### config.mk
export PLATFORM = sky130hd
export DESIGN_NAME = dhcp_lease_allocator_flat
export DESIGN_NICKNAME = d
export VERILOG_FILES = /design/src/hw/rtl/dla_pkg.sv /design/src/hw/rtl/dla_if.sv /design/src/hw/rtl/dla_lease_mem.sv /design/src/hw/rtl/dla_ctrl.sv /design/src/hw/rtl/dhcp_lease_allocator.sv /design/src/flat_wrapper.sv
export VERILOG_INCLUDE_DIRS = /design/src /design/src/hw/rtl
export SDC_FILE = /design/constraint.sdc
export NUM_CORES = 2
export LEC_CHECK = 0
export BUFFER_PORTS_ARGS = -buffer_cell sky130_fd_sc_hd__buf_2
export CAP_MARGIN = 20
export CORE_MARGIN = 1
export CORE_UTILIZATION = 43
export DETAILED_ROUTE_END_ITERATION = 8
export GPL_ROUTABILITY_DRIVEN = 0
export PLACE_DENSITY_LB_ADDON = 0.25
export RECOVER_POWER = 50
export SLEW_MARGIN = 20
export SYNTH_ARGS = -nofsm -noshare
export SYNTH_HDL_FRONTEND = slang
export SYNTH_HIERARCHICAL = 1
export SYNTH_SLANG_ARGS = --single-unit
### constraint.sdc
create_clock -name clk -period 11 [get_ports clk]
set_clock_uncertainty 0.2 [all_clocks]
set_input_delay 0.55 -clock clk [delete_from_list [all_inputs] [get_ports clk]]
set_output_delay 0.55 -clock clk [all_outputs]
set_load 0.1 [all_outputs]
### src/hw/rtl/dhcp_lease_allocator_defines.svh
// Assertion macros for the lease allocator; they expect clk and rst_n in scope.
`ifndef DHCP_LEASE_ALLOCATOR_DEFINES_SVH
`define DHCP_LEASE_ALLOCATOR_DEFINES_SVH
`ifndef SYNTHESIS
`define DLA_ASSERT(lbl, prop, msg) \
  lbl: assert property (@(posedge clk) disable iff (!rst_n) prop) else $error(msg);
`define DLA_ASSERT_ALWAYS(lbl, prop, msg) \
  lbl: assert property (@(posedge clk) prop) else $error(msg);
`else
`define DLA_ASSERT(lbl, prop, msg)
`define DLA_ASSERT_ALWAYS(lbl, prop, msg)
`endif
`endif

### src/hw/rtl/dla_pkg.sv
package dla_pkg;

  localparam int LEASE_SLOTS_DEF = 16;

  localparam int CFG_IDX_W = 3;
  localparam logic [CFG_IDX_W-1:0] CFG_SERVER_ADDR   = 3'd0;
  localparam logic [CFG_IDX_W-1:0] CFG_NET_MASK      = 3'd1;
  localparam logic [CFG_IDX_W-1:0] CFG_POOL_FIRST    = 3'd2;
  localparam logic [CFG_IDX_W-1:0] CFG_POOL_LAST     = 3'd3;
  localparam logic [CFG_IDX_W-1:0] CFG_OFFER_HOLD_MS = 3'd4;
  localparam logic [CFG_IDX_W-1:0] CFG_LEASE_MS      = 3'd5;

  localparam logic [31:0] RST_SERVER_ADDR   = 32'hC0A8_0101;
  localparam logic [31:0] RST_NET_MASK      = 32'hFFFF_FF00;
  localparam logic [31:0] RST_POOL_FIRST    = 32'hC0A8_0164;
  localparam logic [31:0] RST_POOL_LAST     = 32'hC0A8_01C8;
  localparam logic [31:0] RST_OFFER_HOLD_MS = 32'd60000;
  localparam logic [31:0] RST_LEASE_MS      = 32'd3600000;

  localparam logic [31:0] COOKIE_WORD  = 32'h6382_5363;
  localparam logic [7:0]  OP_BOOT_REQ  = 8'd1;
  localparam logic [7:0]  HTYPE_ETHER  = 8'd1;
  localparam logic [7:0]  HLEN_ETHER   = 8'd6;
  localparam logic [7:0]  MSG_DISCOVER = 8'd1;
  localparam logic [7:0]  MSG_REQUEST  = 8'd3;
  localparam logic [7:0]  MSG_RELEASE  = 8'd7;

  localparam logic [1:0] REPLY_NONE  = 2'd0;
  localparam logic [1:0] REPLY_OFFER = 2'd1;
  localparam logic [1:0] REPLY_ACK   = 2'd2;
  localparam logic [1:0] REPLY_NAK   = 2'd3;

  typedef struct packed {
    logic [31:0] server_addr;
    logic [31:0] net_mask;
    logic [31:0] pool_first;
    logic [31:0] pool_last;
    logic [31:0] offer_hold_ms;
    logic [31:0] lease_ms;
  } cfg_t;

  typedef struct packed {
    logic [47:0] hw;
    logic [31:0] ip;
    logic [31:0] stamp;
    logic        conf;
  } lease_entry_t;

endpackage

### src/hw/rtl/dla_if.sv
interface dla_in_if;
  logic        valid;
  logic        ready;
  logic        frame_ok;
  logic [7:0]  op_code;
  logic [7:0]  hw_type;
  logic [7:0]  hw_len;
  logic [31:0] relay_addr;
  logic [31:0] magic_word;
  logic [7:0]  msg_kind;
  logic [31:0] wanted_addr;
  logic [31:0] server_id;
  logic [31:0] client_addr;
  logic [47:0] hw_addr;
  logic [31:0] now_ms;

  modport source (
    output valid, frame_ok, op_code, hw_type, hw_len, relay_addr, magic_word,
           msg_kind, wanted_addr, server_id, client_addr, hw_addr, now_ms,
    input  ready
  );
  modport sink (
    input  valid, frame_ok, op_code, hw_type, hw_len, relay_addr, magic_word,
           msg_kind, wanted_addr, server_id, client_addr, hw_addr, now_ms,
    output ready
  );
endinterface

interface dla_out_if;
  logic        valid;
  logic        ready;
  logic [1:0]  reply_kind;
  logic [31:0] your_addr;
  logic [3:0]  lease_slot;

  modport source (output valid, reply_kind, your_addr, lease_slot, input ready);
  modport sink (input valid, reply_kind, your_addr, lease_slot, output ready);
endinterface

### src/hw/rtl/dla_lease_mem.sv
module dla_lease_mem import dla_pkg::*; #(
  parameter int DEPTH  = LEASE_SLOTS_DEF,
  parameter int ADDR_W = (DEPTH > 1) ? $clog2(DEPTH) : 1
) (
  input  logic              clk,
  input  logic              we,
  input  logic [ADDR_W-1:0] waddr,
  input  lease_entry_t      wdata,
  input  logic              re,
  input  logic [ADDR_W-1:0] raddr,
  output lease_entry_t      rdata
);

  lease_entry_t store_r [DEPTH];
  lease_entry_t rdata_r;

  always_ff @(posedge clk) begin
    if (we) begin
      store_r[waddr] <= wdata;
    end
    if (re) begin
      rdata_r <= store_r[raddr];
    end
  end

  assign rdata = rdata_r;

endmodule

### src/hw/rtl/dla_ctrl.sv
module dla_ctrl import dla_pkg::*; #(
  parameter int LEASE_SLOTS = LEASE_SLOTS_DEF,
  parameter int SLOT_W      = (LEASE_SLOTS > 1) ? $clog2(LEASE_SLOTS) : 1
) (
  input  logic              clk,
  input  logic              rst_n,
  input  cfg_t              cfg,
  dla_in_if.sink            in_ch,
  dla_out_if.source         out_ch,
  output logic              mem_re,
  output logic [SLOT_W-1:0] mem_raddr,
  input  lease_entry_t      mem_rdata,
  output logic              mem_we,
  output logic [SLOT_W-1:0] mem_waddr,
  output lease_entry_t      mem_wdata
);

  localparam int CNT_W = $clog2(LEASE_SLOTS + 1);
  localparam logic [CNT_W-1:0] SLOT_CNT = CNT_W'(LEASE_SLOTS);

  localparam logic [2:0] ST_IDLE  = 3'd0;
  localparam logic [2:0] ST_LOOK  = 3'd1;
  localparam logic [2:0] ST_CAND  = 3'd2;
  localparam logic [2:0] ST_TAKEN = 3'd3;
  localparam logic [2:0] ST_REL   = 3'd4;
  localparam logic [2:0] ST_FIN   = 3'd5;

  logic [2:0]             state_r, state_nxt;
  logic [CNT_W-1:0]       idx_r, idx_nxt;
  logic                   pend_v_r, pend_v_nxt;
  logic [SLOT_W-1:0]      pend_idx_r, pend_idx_nxt;
  logic [LEASE_SLOTS-1:0] used_r, used_nxt;
  logic                   is_req_r, is_req_nxt;
  logic [47:0]            hw_r, hw_nxt;
  logic [31:0]            now_r, now_nxt;
  logic [31:0]            pref_r, pref_nxt;
  logic                   free_found_r, free_found_nxt;
  logic [SLOT_W-1:0]      free_slot_r, free_slot_nxt;
  logic [SLOT_W-1:0]      slot_r, slot_nxt;
  logic [31:0]            ip_r, ip_nxt;
  logic [32:0]            cand_r, cand_nxt;
  logic [31:0]            last_r, last_nxt;
  logic                   pref_mode_r, pref_mode_nxt;
  logic [1:0]             res_kind_r, res_kind_nxt;
  logic                   do_wr_r, do_wr_nxt;
  logic                   out_valid_r, out_valid_nxt;
  logic [1:0]             out_kind_r, out_kind_nxt;
  logic [31:0]            out_addr_r, out_addr_nxt;
  logic [3:0]             out_slot_r, out_slot_nxt;

  logic [31:0] network;
  logic [31:0] bcast;
  logic        hdr_ok;
  logic        kind_ok;
  logic        in_is_req;
  logic [31:0] req_addr;
  logic        req_bad;
  logic        slot_on;
  logic [31:0] age;
  logic [31:0] life;
  logic        live;
  logic        hw_hit;
  logic        ip_hit;
  logic        more_slots;
  logic        scan_end;
  logic        scan_st;
  logic        scan_stop;
  logic        cand_over;
  logic        cand_special;
  logic [1:0]  succ_kind;
  logic [1:0]  fail_kind;
  logic        res_has_lease;

  assign network = cfg.server_addr & cfg.net_mask;
  assign bcast   = network | ~cfg.net_mask;

  assign hdr_ok = in_ch.frame_ok && (in_ch.op_code == OP_BOOT_REQ) &&
                  (in_ch.hw_type == HTYPE_ETHER) && (in_ch.hw_len == HLEN_ETHER) &&
                  (in_ch.relay_addr == 32'd0) && (in_ch.magic_word == COOKIE_WORD) &&
                  ((in_ch.server_id == 32'd0) || (in_ch.server_id == cfg.server_addr));
  assign in_is_req = (in_ch.msg_kind == MSG_REQUEST);
  assign kind_ok   = in_is_req || (in_ch.msg_kind == MSG_DISCOVER) ||
                     (in_ch.msg_kind == MSG_RELEASE);
  assign req_addr  = (in_ch.wanted_addr != 32'd0) ? in_ch.wanted_addr : in_ch.client_addr;
  assign req_bad   = (req_addr != 32'd0) &&
                     ((req_addr < cfg.pool_first) || (req_addr > cfg.pool_last) ||
                      (req_addr == cfg.server_addr) || (req_addr == network) ||
                      (req_addr == bcast));

  // evaluation of the slot whose read came back this cycle
  assign slot_on = used_r[pend_idx_r];
  assign age     = now_r - mem_rdata.stamp;
  assign life    = mem_rdata.conf ? cfg.lease_ms : cfg.offer_hold_ms;
  assign live    = slot_on && (age < life);
  assign hw_hit  = (mem_rdata.hw == hw_r);
  assign ip_hit  = (mem_rdata.ip == cand_r[31:0]);

  assign more_slots = (idx_r < SLOT_CNT);
  assign scan_end   = !pend_v_r && !more_slots;
  assign scan_st    = (state_r == ST_LOOK) || (state_r == ST_TAKEN) || (state_r == ST_REL);

  assign cand_over    = (cand_r > {1'b0, last_r});
  assign cand_special = (cand_r[31:0] == network) || (cand_r[31:0] == bcast) ||
                        (cand_r[31:0] == cfg.server_addr);

  assign succ_kind     = is_req_r ? REPLY_ACK : REPLY_OFFER;
  assign fail_kind     = is_req_r ? REPLY_NAK : REPLY_NONE;
  assign res_has_lease = (res_kind_r == REPLY_OFFER) || (res_kind_r == REPLY_ACK);

  assign in_ch.ready = (state_r == ST_IDLE);
  assign mem_raddr   = idx_r[SLOT_W-1:0];
  assign mem_waddr   = slot_r;
  assign mem_wdata   = '{hw: hw_r, ip: ip_r, stamp: now_r, conf: is_req_r};

  assign out_ch.valid      = out_valid_r;
  assign out_ch.reply_kind = out_kind_r;
  assign out_ch.your_addr  = out_addr_r;
  assign out_ch.lease_slot = out_slot_r;

  always_comb begin
    state_nxt      = state_r;
    idx_nxt        = idx_r;
    pend_v_nxt     = pend_v_r;
    pend_idx_nxt   = pend_idx_r;
    used_nxt       = used_r;
    is_req_nxt     = is_req_r;
    hw_nxt         = hw_r;
    now_nxt        = now_r;
    pref_nxt       = pref_r;
    free_found_nxt = free_found_r;
    free_slot_nxt  = free_slot_r;
    slot_nxt       = slot_r;
    ip_nxt         = ip_r;
    cand_nxt       = cand_r;
    last_nxt       = last_r;
    pref_mode_nxt  = pref_mode_r;
    res_kind_nxt   = res_kind_r;
    do_wr_nxt      = do_wr_r;
    out_valid_nxt  = out_valid_r;
    out_kind_nxt   = out_kind_r;
    out_addr_nxt   = out_addr_r;
    out_slot_nxt   = out_slot_r;
    mem_re         = 1'b0;
    mem_we         = 1'b0;
    scan_stop      = 1'b0;

    if (out_valid_r && out_ch.ready) begin
      out_valid_nxt = 1'b0;
    end

    case (state_r)
      ST_IDLE: begin
        if (in_ch.valid) begin
          is_req_nxt     = in_is_req;
          hw_nxt         = in_ch.hw_addr;
          now_nxt        = in_ch.now_ms;
          idx_nxt        = '0;
          pend_v_nxt     = 1'b0;
          free_found_nxt = 1'b0;
          do_wr_nxt      = 1'b0;
          res_kind_nxt   = REPLY_NONE;
          if (!hdr_ok || !kind_ok) begin
            state_nxt = ST_FIN;
          end else if (in_ch.msg_kind == MSG_RELEASE) begin
            state_nxt = ST_REL;
          end else if (in_is_req && req_bad) begin
            res_kind_nxt = REPLY_NAK;
            state_nxt    = ST_FIN;
          end else begin
            // a discover simply drops a bad preference
            pref_nxt  = req_bad ? 32'd0 : req_addr;
            state_nxt = ST_LOOK;
          end
        end
      end
      ST_LOOK: begin
        if (pend_v_r) begin
          if (slot_on && !live) begin
            used_nxt[pend_idx_r] = 1'b0;
          end
          if (live && hw_hit) begin
            scan_stop = 1'b1;
            slot_nxt  = pend_idx_r;
            ip_nxt    = mem_rdata.ip;
            if (is_req_r && (pref_r != 32'd0) && (mem_rdata.ip != pref_r)) begin
              res_kind_nxt = REPLY_NAK;
              do_wr_nxt    = 1'b0;
            end else begin
              res_kind_nxt = succ_kind;
              do_wr_nxt    = 1'b1;
            end
            state_nxt = ST_FIN;
          end else if (!live && !free_found_r) begin
            free_found_nxt = 1'b1;
            free_slot_nxt  = pend_idx_r;
          end
        end else if (scan_end) begin
          if (!free_found_r) begin
            res_kind_nxt = fail_kind;
            do_wr_nxt    = 1'b0;
            state_nxt    = ST_FIN;
          end else begin
            cand_nxt      = (pref_r != 32'd0) ? {1'b0, pref_r} : {1'b0, cfg.pool_first};
            last_nxt      = (pref_r != 32'd0) ? pref_r : cfg.pool_last;
            pref_mode_nxt = (pref_r != 32'd0);
            state_nxt     = ST_CAND;
          end
        end
      end
      ST_CAND: begin
        if (cand_over) begin
          if (pref_mode_r && !is_req_r) begin
            // preferred address taken: retry a discover over the whole pool
            cand_nxt      = {1'b0, cfg.pool_first};
            last_nxt      = cfg.pool_last;
            pref_mode_nxt = 1'b0;
          end else begin
            res_kind_nxt = fail_kind;
            do_wr_nxt    = 1'b0;
            state_nxt    = ST_FIN;
          end
        end else if (cand_special) begin
          cand_nxt = cand_r + 33'd1;
        end else begin
          idx_nxt    = '0;
          pend_v_nxt = 1'b0;
          state_nxt  = ST_TAKEN;
        end
      end
      ST_TAKEN: begin
        if (pend_v_r && slot_on && ip_hit) begin
          scan_stop = 1'b1;
          cand_nxt  = cand_r + 33'd1;
          state_nxt = ST_CAND;
        end else if (scan_end) begin
          slot_nxt     = free_slot_r;
          ip_nxt       = cand_r[31:0];
          res_kind_nxt = succ_kind;
          do_wr_nxt    = 1'b1;
          state_nxt    = ST_FIN;
        end
      end
      ST_REL: begin
        if (pend_v_r && slot_on && hw_hit) begin
          used_nxt[pend_idx_r] = 1'b0;
        end
        if (scan_end) begin
          res_kind_nxt = REPLY_NONE;
          do_wr_nxt    = 1'b0;
          state_nxt    = ST_FIN;
        end
      end
      ST_FIN: begin
        // hold until the output register is free
        if (!out_valid_r || out_ch.ready) begin
          out_valid_nxt = 1'b1;
          out_kind_nxt  = res_kind_r;
          out_addr_nxt  = res_has_lease ? ip_r : 32'd0;
          out_slot_nxt  = res_has_lease ? 4'(slot_r) : 4'd0;
          if (do_wr_r) begin
            mem_we           = 1'b1;
            used_nxt[slot_r] = 1'b1;
          end
          state_nxt = ST_IDLE;
        end
      end
      default: begin
        state_nxt = ST_IDLE;
      end
    endcase

    // one read a cycle; a stop discards the read in flight
    if (scan_st && !scan_stop) begin
      if (more_slots) begin
        mem_re       = 1'b1;
        pend_v_nxt   = 1'b1;
        pend_idx_nxt = idx_r[SLOT_W-1:0];
        idx_nxt      = idx_r + CNT_W'(1);
      end else begin
        pend_v_nxt = 1'b0;
      end
    end else if (scan_stop) begin
      pend_v_nxt = 1'b0;
    end
  end

  always_ff @(posedge clk) begin
    if (!rst_n) begin
      state_r     <= ST_IDLE;
      pend_v_r    <= 1'b0;
      used_r      <= '0;
      out_valid_r <= 1'b0;
    end else begin
      state_r     <= state_nxt;
      pend_v_r    <= pend_v_nxt;
      used_r      <= used_nxt;
      out_valid_r <= out_valid_nxt;
    end
  end

  always_ff @(posedge clk) begin
    idx_r        <= idx_nxt;
    pend_idx_r   <= pend_idx_nxt;
    is_req_r     <= is_req_nxt;
    hw_r         <= hw_nxt;
    now_r        <= now_nxt;
    pref_r       <= pref_nxt;
    free_found_r <= free_found_nxt;
    free_slot_r  <= free_slot_nxt;
    slot_r       <= slot_nxt;
    ip_r         <= ip_nxt;
    cand_r       <= cand_nxt;
    last_r       <= last_nxt;
    pref_mode_r  <= pref_mode_nxt;
    res_kind_r   <= res_kind_nxt;
    do_wr_r      <= do_wr_nxt;
    out_kind_r   <= out_kind_nxt;
    out_addr_r   <= out_addr_nxt;
    out_slot_r   <= out_slot_nxt;
  end

endmodule

### src/hw/rtl/dhcp_lease_allocator.sv
// Accept to result word: a dropped message or a bad request goes straight to the result.
// A scan reads one slot a cycle; a release or a scan without lease or free slot reads them all,
// and a lease hit ends the scan. A pool search skips reserved addresses and rescans the slots
// for each other candidate up to a hit; out of candidates, a discover retries the pool, else fails.
// Throughput: one message at a time; the next is taken the cycle after a result is registered.
// Reset (synchronous, rst_n low): settings and control state take defaults, all slots go free.
`include "dhcp_lease_allocator_defines.svh"

module dhcp_lease_allocator import dla_pkg::*; #(
  parameter int LEASE_SLOTS = LEASE_SLOTS_DEF
) (
  input  logic                 clk,
  input  logic                 rst_n,
  dla_in_if.sink               in_ch,
  dla_out_if.source            out_ch,
  input  logic                 cfg_we,
  input  logic [CFG_IDX_W-1:0] cfg_index,
  input  logic [31:0]          cfg_data
);

  localparam int SLOT_W = (LEASE_SLOTS > 1) ? $clog2(LEASE_SLOTS) : 1;

  cfg_t cfg_r, cfg_nxt;

  logic              mem_re;
  logic [SLOT_W-1:0] mem_raddr;
  lease_entry_t      mem_rdata;
  logic              mem_we;
  logic [SLOT_W-1:0] mem_waddr;
  lease_entry_t      mem_wdata;

  logic              in_take;
  logic              bare_reply;
  logic              bare_zero;

  always_comb begin
    cfg_nxt = cfg_r;
    if (cfg_we) begin
      case (cfg_index)
        CFG_SERVER_ADDR:   cfg_nxt.server_addr   = cfg_data;
        CFG_NET_MASK:      cfg_nxt.net_mask      = cfg_data;
        CFG_POOL_FIRST:    cfg_nxt.pool_first    = cfg_data;
        CFG_POOL_LAST:     cfg_nxt.pool_last     = cfg_data;
        CFG_OFFER_HOLD_MS: cfg_nxt.offer_hold_ms = cfg_data;
        CFG_LEASE_MS:      cfg_nxt.lease_ms      = cfg_data;
        default: begin
          cfg_nxt = cfg_r;
        end
      endcase
    end
  end

  always_ff @(posedge clk) begin
    if (!rst_n) begin
      cfg_r <= '{server_addr:   RST_SERVER_ADDR,
                 net_mask:      RST_NET_MASK,
                 pool_first:    RST_POOL_FIRST,
                 pool_last:     RST_POOL_LAST,
                 offer_hold_ms: RST_OFFER_HOLD_MS,
                 lease_ms:      RST_LEASE_MS};
    end else begin
      cfg_r <= cfg_nxt;
    end
  end

  dla_lease_mem #(
    .DEPTH  (LEASE_SLOTS),
    .ADDR_W (SLOT_W)
  ) u_mem (
    .clk   (clk),
    .we    (mem_we),
    .waddr (mem_waddr),
    .wdata (mem_wdata),
    .re    (mem_re),
    .raddr (mem_raddr),
    .rdata (mem_rdata)
  );

  dla_ctrl #(
    .LEASE_SLOTS (LEASE_SLOTS),
    .SLOT_W      (SLOT_W)
  ) u_ctrl (
    .clk       (clk),
    .rst_n     (rst_n),
    .cfg       (cfg_r),
    .in_ch     (in_ch),
    .out_ch    (out_ch),
    .mem_re    (mem_re),
    .mem_raddr (mem_raddr),
    .mem_rdata (mem_rdata),
    .mem_we    (mem_we),
    .mem_waddr (mem_waddr),
    .mem_wdata (mem_wdata)
  );

  assign in_take    = in_ch.valid && in_ch.ready;
  assign bare_reply = out_ch.valid &&
                      ((out_ch.reply_kind == REPLY_NONE) || (out_ch.reply_kind == REPLY_NAK));
  assign bare_zero  = (out_ch.your_addr == 32'd0) && (out_ch.lease_slot == 4'd0);

  `DLA_ASSERT(a_no_rd_wr_overlap, !(mem_re && mem_we), "lease memory read and write overlap")
  `DLA_ASSERT(a_wr_not_on_accept, mem_we |-> !in_take, "write back while taking a word")
  `DLA_ASSERT(a_busy_after_accept, in_take |=> !in_ch.ready, "ready held after accept")
  `DLA_ASSERT(a_empty_reply_zero, bare_reply |-> bare_zero, "lease fields set without a lease")
  `DLA_ASSERT_ALWAYS(a_idle_after_reset, !rst_n |=> !out_ch.valid, "result word after reset")

endmodule

### src/flat_wrapper.sv
// flat-port wrapper written by rule: the top's interface ports become plain ports
module dhcp_lease_allocator_flat import dla_pkg::*;
#(
  parameter int LEASE_SLOTS = LEASE_SLOTS_DEF
)
  (clk, rst_n, cfg_we, cfg_index, cfg_data, in_ch_valid, in_ch_frame_ok, in_ch_op_code, in_ch_hw_type, in_ch_hw_len, in_ch_relay_addr, in_ch_magic_word, in_ch_msg_kind, in_ch_wanted_addr, in_ch_server_id, in_ch_client_addr, in_ch_hw_addr, in_ch_now_ms, in_ch_ready, out_ch_valid, out_ch_reply_kind, out_ch_your_addr, out_ch_lease_slot, out_ch_ready);
  dla_in_if in_ch_i ();
  dla_out_if out_ch_i ();
  input  logic clk;
  input  logic rst_n;
  input  logic cfg_we;
  input  logic [CFG_IDX_W-1:0] cfg_index;
  input  logic [31:0] cfg_data;
  input wire logic [$bits(in_ch_i.valid)-1:0] in_ch_valid;
  input wire logic [$bits(in_ch_i.frame_ok)-1:0] in_ch_frame_ok;
  input wire logic [$bits(in_ch_i.op_code)-1:0] in_ch_op_code;
  input wire logic [$bits(in_ch_i.hw_type)-1:0] in_ch_hw_type;
  input wire logic [$bits(in_ch_i.hw_len)-1:0] in_ch_hw_len;
  input wire logic [$bits(in_ch_i.relay_addr)-1:0] in_ch_relay_addr;
  input wire logic [$bits(in_ch_i.magic_word)-1:0] in_ch_magic_word;
  input wire logic [$bits(in_ch_i.msg_kind)-1:0] in_ch_msg_kind;
  input wire logic [$bits(in_ch_i.wanted_addr)-1:0] in_ch_wanted_addr;
  input wire logic [$bits(in_ch_i.server_id)-1:0] in_ch_server_id;
  input wire logic [$bits(in_ch_i.client_addr)-1:0] in_ch_client_addr;
  input wire logic [$bits(in_ch_i.hw_addr)-1:0] in_ch_hw_addr;
  input wire logic [$bits(in_ch_i.now_ms)-1:0] in_ch_now_ms;
  output wire logic [$bits(in_ch_i.ready)-1:0] in_ch_ready;
  output wire logic [$bits(out_ch_i.valid)-1:0] out_ch_valid;
  output wire logic [$bits(out_ch_i.reply_kind)-1:0] out_ch_reply_kind;
  output wire logic [$bits(out_ch_i.your_addr)-1:0] out_ch_your_addr;
  output wire logic [$bits(out_ch_i.lease_slot)-1:0] out_ch_lease_slot;
  input wire logic [$bits(out_ch_i.ready)-1:0] out_ch_ready;
  assign in_ch_i.valid = in_ch_valid;
  assign in_ch_i.frame_ok = in_ch_frame_ok;
  assign in_ch_i.op_code = in_ch_op_code;
  assign in_ch_i.hw_type = in_ch_hw_type;
  assign in_ch_i.hw_len = in_ch_hw_len;
  assign in_ch_i.relay_addr = in_ch_relay_addr;
  assign in_ch_i.magic_word = in_ch_magic_word;
  assign in_ch_i.msg_kind = in_ch_msg_kind;
  assign in_ch_i.wanted_addr = in_ch_wanted_addr;
  assign in_ch_i.server_id = in_ch_server_id;
  assign in_ch_i.client_addr = in_ch_client_addr;
  assign in_ch_i.hw_addr = in_ch_hw_addr;
  assign in_ch_i.now_ms = in_ch_now_ms;
  assign in_ch_ready = in_ch_i.ready;
  assign out_ch_valid = out_ch_i.valid;
  assign out_ch_reply_kind = out_ch_i.reply_kind;
  assign out_ch_your_addr = out_ch_i.your_addr;
  assign out_ch_lease_slot = out_ch_i.lease_slot;
  assign out_ch_i.ready = out_ch_ready;
  dhcp_lease_allocator #(.LEASE_SLOTS(LEASE_SLOTS)) u_core (.clk(clk), .rst_n(rst_n), .in_ch(in_ch_i), .out_ch(out_ch_i), .cfg_we(cfg_we), .cfg_index(cfg_index), .cfg_data(cfg_data));
endmodule
==> flow_summary_export.csv <==
group,metric,value,unit
layout,nFillCells,19400,
floorplanning,start_util,43.3,%
clocking,cts.sinks,2404,
drt,postRouteAntennaNets,0,
synthesis,synth_common_cells,"2186 x edfxtp_1, 457 x mux4_2, 425 x nand2_1",
sta,final_hold_viol_count,0,
sta,layout_setup_ws,2790,ps
clocking,cts_tree,"built",
global_route,antenna_found_initial,30,
floorplanning,fp.dieH,486,microns
layout,design_area,115000,sq um
floorplanning,fp-row-count,177,
clocking,clk_pin_slew_worst_paths,70,ps
power,switchingPower,0.00754,W
worst_setup_path,critPathLaunch,"rst_n",
global_route,grt_pass1_wl,427000,microns
floorplanning,die_x,486,microns
power,combPwrFrac,23.3,%
placement,io_buffers,352,
worst_setup_path,r2r_cells,23,
synthesis,synthArstFlopShare,0,%
sta,setup_tns,0,ps
min_path,hold_depth,3,
layout,area_growth,14.2,%
layout,layout-drive-gt1-share,18.6,%
outcome,status,"complete, but fails checks",
sta,slew_viol_final,767,
placement,placed_cell_area,106000,sq um
synthesis,syn_area,101000,sq um
worst_setup_path,max_stage_delay,3640,ps
synthesis,synth_cells,5965,
worst_setup_path,endpoint,"u_core/cfg_r[128]",
worst_setup_path,reg2reg_slack,3340,ps
clocking,root_buffer,"clkbuf_16",
clocking,htreeDepth,4,
floorplanning,fp.coreArea,233000,sq um
drt,via_per_inst,6.03,
synthesis,yosysMostFrequentCell,"edfxtp_1",
synthesis,yosysTopAreaCell,"edfxtp_1",
sta,relSlewSlack,-265,%
global_route,grt_max_degree,142,
power,pwr-share-clk,31.5,%
worst_setup_path,required,11550,ps
synthesis,synthTopCellsByArea,"edfxtp_1 65%, mux4_2 10%, dfxtp_1 4.3%",
global_route,track_usage,25.2,%
synthesis,synth_warnings,6,
synthesis,seq_area_frac_synth,69.4,%
synthesis,postSynthAreaPerCell,16.9,sq um
min_path,hold_class,"input port to flop",
drt,vias,59200,
clocking,cts_buffers,241,
sta,rsz0062_at_grt,"false",
sta,post-route-min-period,8210,ps
power,p_sw_share,29.5,%
synthesis,syn_nets,6438,
drt,first_iter_violations,7197,
synthesis,synth-edff-count,2186,
sta,max_freq,122,MHz
worst_setup_path,reg2reg_from,"u_core/u_ctrl/now_r[0]",
worst_setup_path,cp_max_fo,115,
synthesis,synth_seq_cells,2404,
worst_setup_path,cp-start-kind,"input port",
run,cap_violations,13,
power,peakVddDrop,0.197,mV
floorplanning,io_pins,353,
worst_setup_path,worst-endpoint-arrival,8760,ps
worst_setup_path,worst_path_max_delay_cell,"clkbuf_1",
layout,nNetsFinal,6943,
outcome,violations,"capacitance limit, slew limit",
sta,tightest_slew,5470,ps
floorplanning,dieArea,237000,sq um
worst_setup_path,rr_endpoint,"u_core/u_mem/rdata[110]",
drt,drc,0,
placement,dpl_worst_slack,3320,ps
worst_setup_path,path_class,"input port to flop",
power,pwr-share-seq,45.2,%
global_route,grt_pass1_vias,58700,
worst_setup_path,path_common_cell,"clkbuf_1",
synthesis,synth_top_area_share,65.0,%
worst_setup_path,crit_chain,"clkbuf_1, clkbuf_1, nand2_1, mux2i_1",
clocking,clk_latency,900,ps
drt,route.detailed.wl_per_inst,30.7,microns
sta,finalCritPeriodShare,74.6,%
drt,wl,302000,microns
synthesis,yosys.cell_types.count,84,
global_route,grt_overflow,0,
synthesis,ys.flop_type,"edfxtp_1",
worst_setup_path,end_kind,"flop",
clocking,clockBufferDepth,3,
sta,setup_viol,0,
power,power.density,222,nW/um^2
power,p_leak,38.7,nW
placement,dp_hpwl,175000,microns
drt,dr.pass1.iters,9,
clocking,cts_setup_buffers,0,
power,p_int,0.0180,W
[power groups by stage]
stage	logic, W	registers, W	clock network (W)
4_1_cts	0.00590	0.0115	0.00820
2_1_floorplan	0.00425	0.0115	0
3_3_place_gp	0.00579	0.0117	0
5_1_grt	0.00642	0.0116	0.00855
3_5_place_dp	0.00583	0.0117	0
6_report	0.00594	0.0115	0.00806
[routing by layer]
| layer | vias to the layer above | wire length [microns] | track usage (%) |
|---|---|---|---|
| li1 | 24600 | - | - |
| met2 | 3143 | 137000 | 38.9 |
| met3 | 742 | 26600 | 5.12 |
| met4 | 22 | 15300 | 11.4 |
| met5 | - | 129 | 0 |
| met1 | 30700 | 123000 | 34.6 |
[stage by stage]
stage | power (W) | utilization (%) | std cells | hold slack [ps]
detailed placement | 0.0176 | 45.6 | 9229 | 252
global route | 0.0266 | 49.4 | 9816 | 35.6
global placement | 0.0175 | 45.6 | 9229 | 243
finish | 0.0255 | 49.5 | 9820 | 50.3
CTS | 0.0256 | 49.5 | 9811 | 0.872
floorplan | 0.0158 | - | 5965 | 221
[state kept, by name, summed over array words and instances (netlist names), 4 cells and up]
signal	count
u_core/cfg_r	192
u_core/u_ctrl/cand_r	33
u_core/u_ctrl/free_slot_r	4
u_core/u_ctrl/hw_r	48
u_core/u_ctrl/idx_r	5
u_core/u_ctrl/ip_r	32
u_core/u_ctrl/last_r	32
u_core/u_ctrl/mem_waddr	4
u_core/u_ctrl/now_r	32
u_core/u_ctrl/out_ch.lease_slot	4
u_core/u_ctrl/out_ch.your_addr	32
u_core/u_ctrl/pend_idx_r	4
u_core/u_ctrl/pref_r	32
u_core/u_ctrl/used_r	16
u_core/u_mem/rdata	113
u_core/u_mem/store_r	1808
[cell families after synthesis]
group | after synthesis | share of synthesized area (%)
AO/OA/AOI/OAI | 662 | 4.66
flip-flops | 2404 | 69.4
XOR/XNOR | 365 | 3.17
buffers and inverters | 535 | 2.34
AND/OR/NAND/NOR | 1123 | 5.66
multiplexers | 716 | 12.8
adder cells (fa/ha/maj) | 160 | 1.99
[worst min-delay path by stage]
stage,startpoint,to,slack [ps]
floorplan,u_core/u_ctrl/pend_idx_r[0],u_core/u_ctrl/free_slot_r[0],220
global route,in_ch_wanted_addr[6],u_core/u_ctrl/pref_r[6],40
CTS,cfg_index[2],u_core/cfg_r[42],0.9
finish,out_ch_ready,u_core/u_ctrl/out_ch.valid,50
detailed placement,u_core/cfg_r[12],u_core/cfg_r[12],250
global placement,u_core/cfg_r[51],u_core/cfg_r[51],240
[layout make-up]
class / count / area [sq um] / share of cell area (%)
Sequential cell: 2404 / 70000 / 60.8
Tap cell: 3132 / 3920 / 3.40
Antenna cell: 8 / 20.0 / 0.0174
Inverter: 229 / 866 / 0.752
Clock inverter: 157 / 1450 / 1.26
Multi-Input combinational cell: 3026 / 28800 / 25.0
Clock buffer: 296 / 6380 / 5.54
Timing Repair Buffer: 568 / 3780 / 3.28
[placed cells by master, fill, tap and decap left out, types with 18 or more instances in the layout]
| master | Yosys | final |
|---|---|---|
| edfxtp_1 | 2186 | 2186 |
| mux4_2 | 457 | 457 |
| nand2_1 | 425 | 424 |
| buf_2 | 64 | 271 |
| a22oi_1 | 257 | 257 |
| clkbuf_16 | 0 | 246 |
| inv_1 | 227 | 225 |
| mux2i_1 | 224 | 224 |
| dfxtp_1 | 218 | 218 |
| xnor2_1 | 192 | 192 |
| xor2_1 | 173 | 173 |
| ha_1 | 159 | 159 |
| nor2b_1 | 151 | 146 |
| clkbuf_1 | 175 | 133 |
| dlygate4sd3_1 | 0 | 129 |
| nor2_1 | 130 | 116 |
| nor4_1 | 102 | 102 |
| nand4_1 | 100 | 100 |
| a21oi_1 | 92 | 91 |
| o21ai_0 | 84 | 84 |
| buf_4 | 25 | 63 |
| clkinv_1 | 2 | 56 |
| clkinv_2 | 0 | 55 |
| a21o_1 | 43 | 43 |
| a222oi_1 | 37 | 37 |
| nand3_1 | 33 | 33 |
| mux2_2 | 35 | 32 |
| nor3_1 | 36 | 32 |
| and2_0 | 0 | 31 |
| a31oi_1 | 24 | 23 |
| o22ai_1 | 18 | 18 |
| and3_1 | 18 | 18 |
[critical path, delay by kind of cell]
family | cells | cell delay [ps]
buf+inv | 2 | 6280
simple gates | 1 | 1280
mux | 1 | 400
[what timing repair did]
action,CTS,global route
gates resized for setup,0,0
hold endpoints to repair,239,0
hold buffers,129,0
Note: power is estimated with default switching activity, not from simulation.
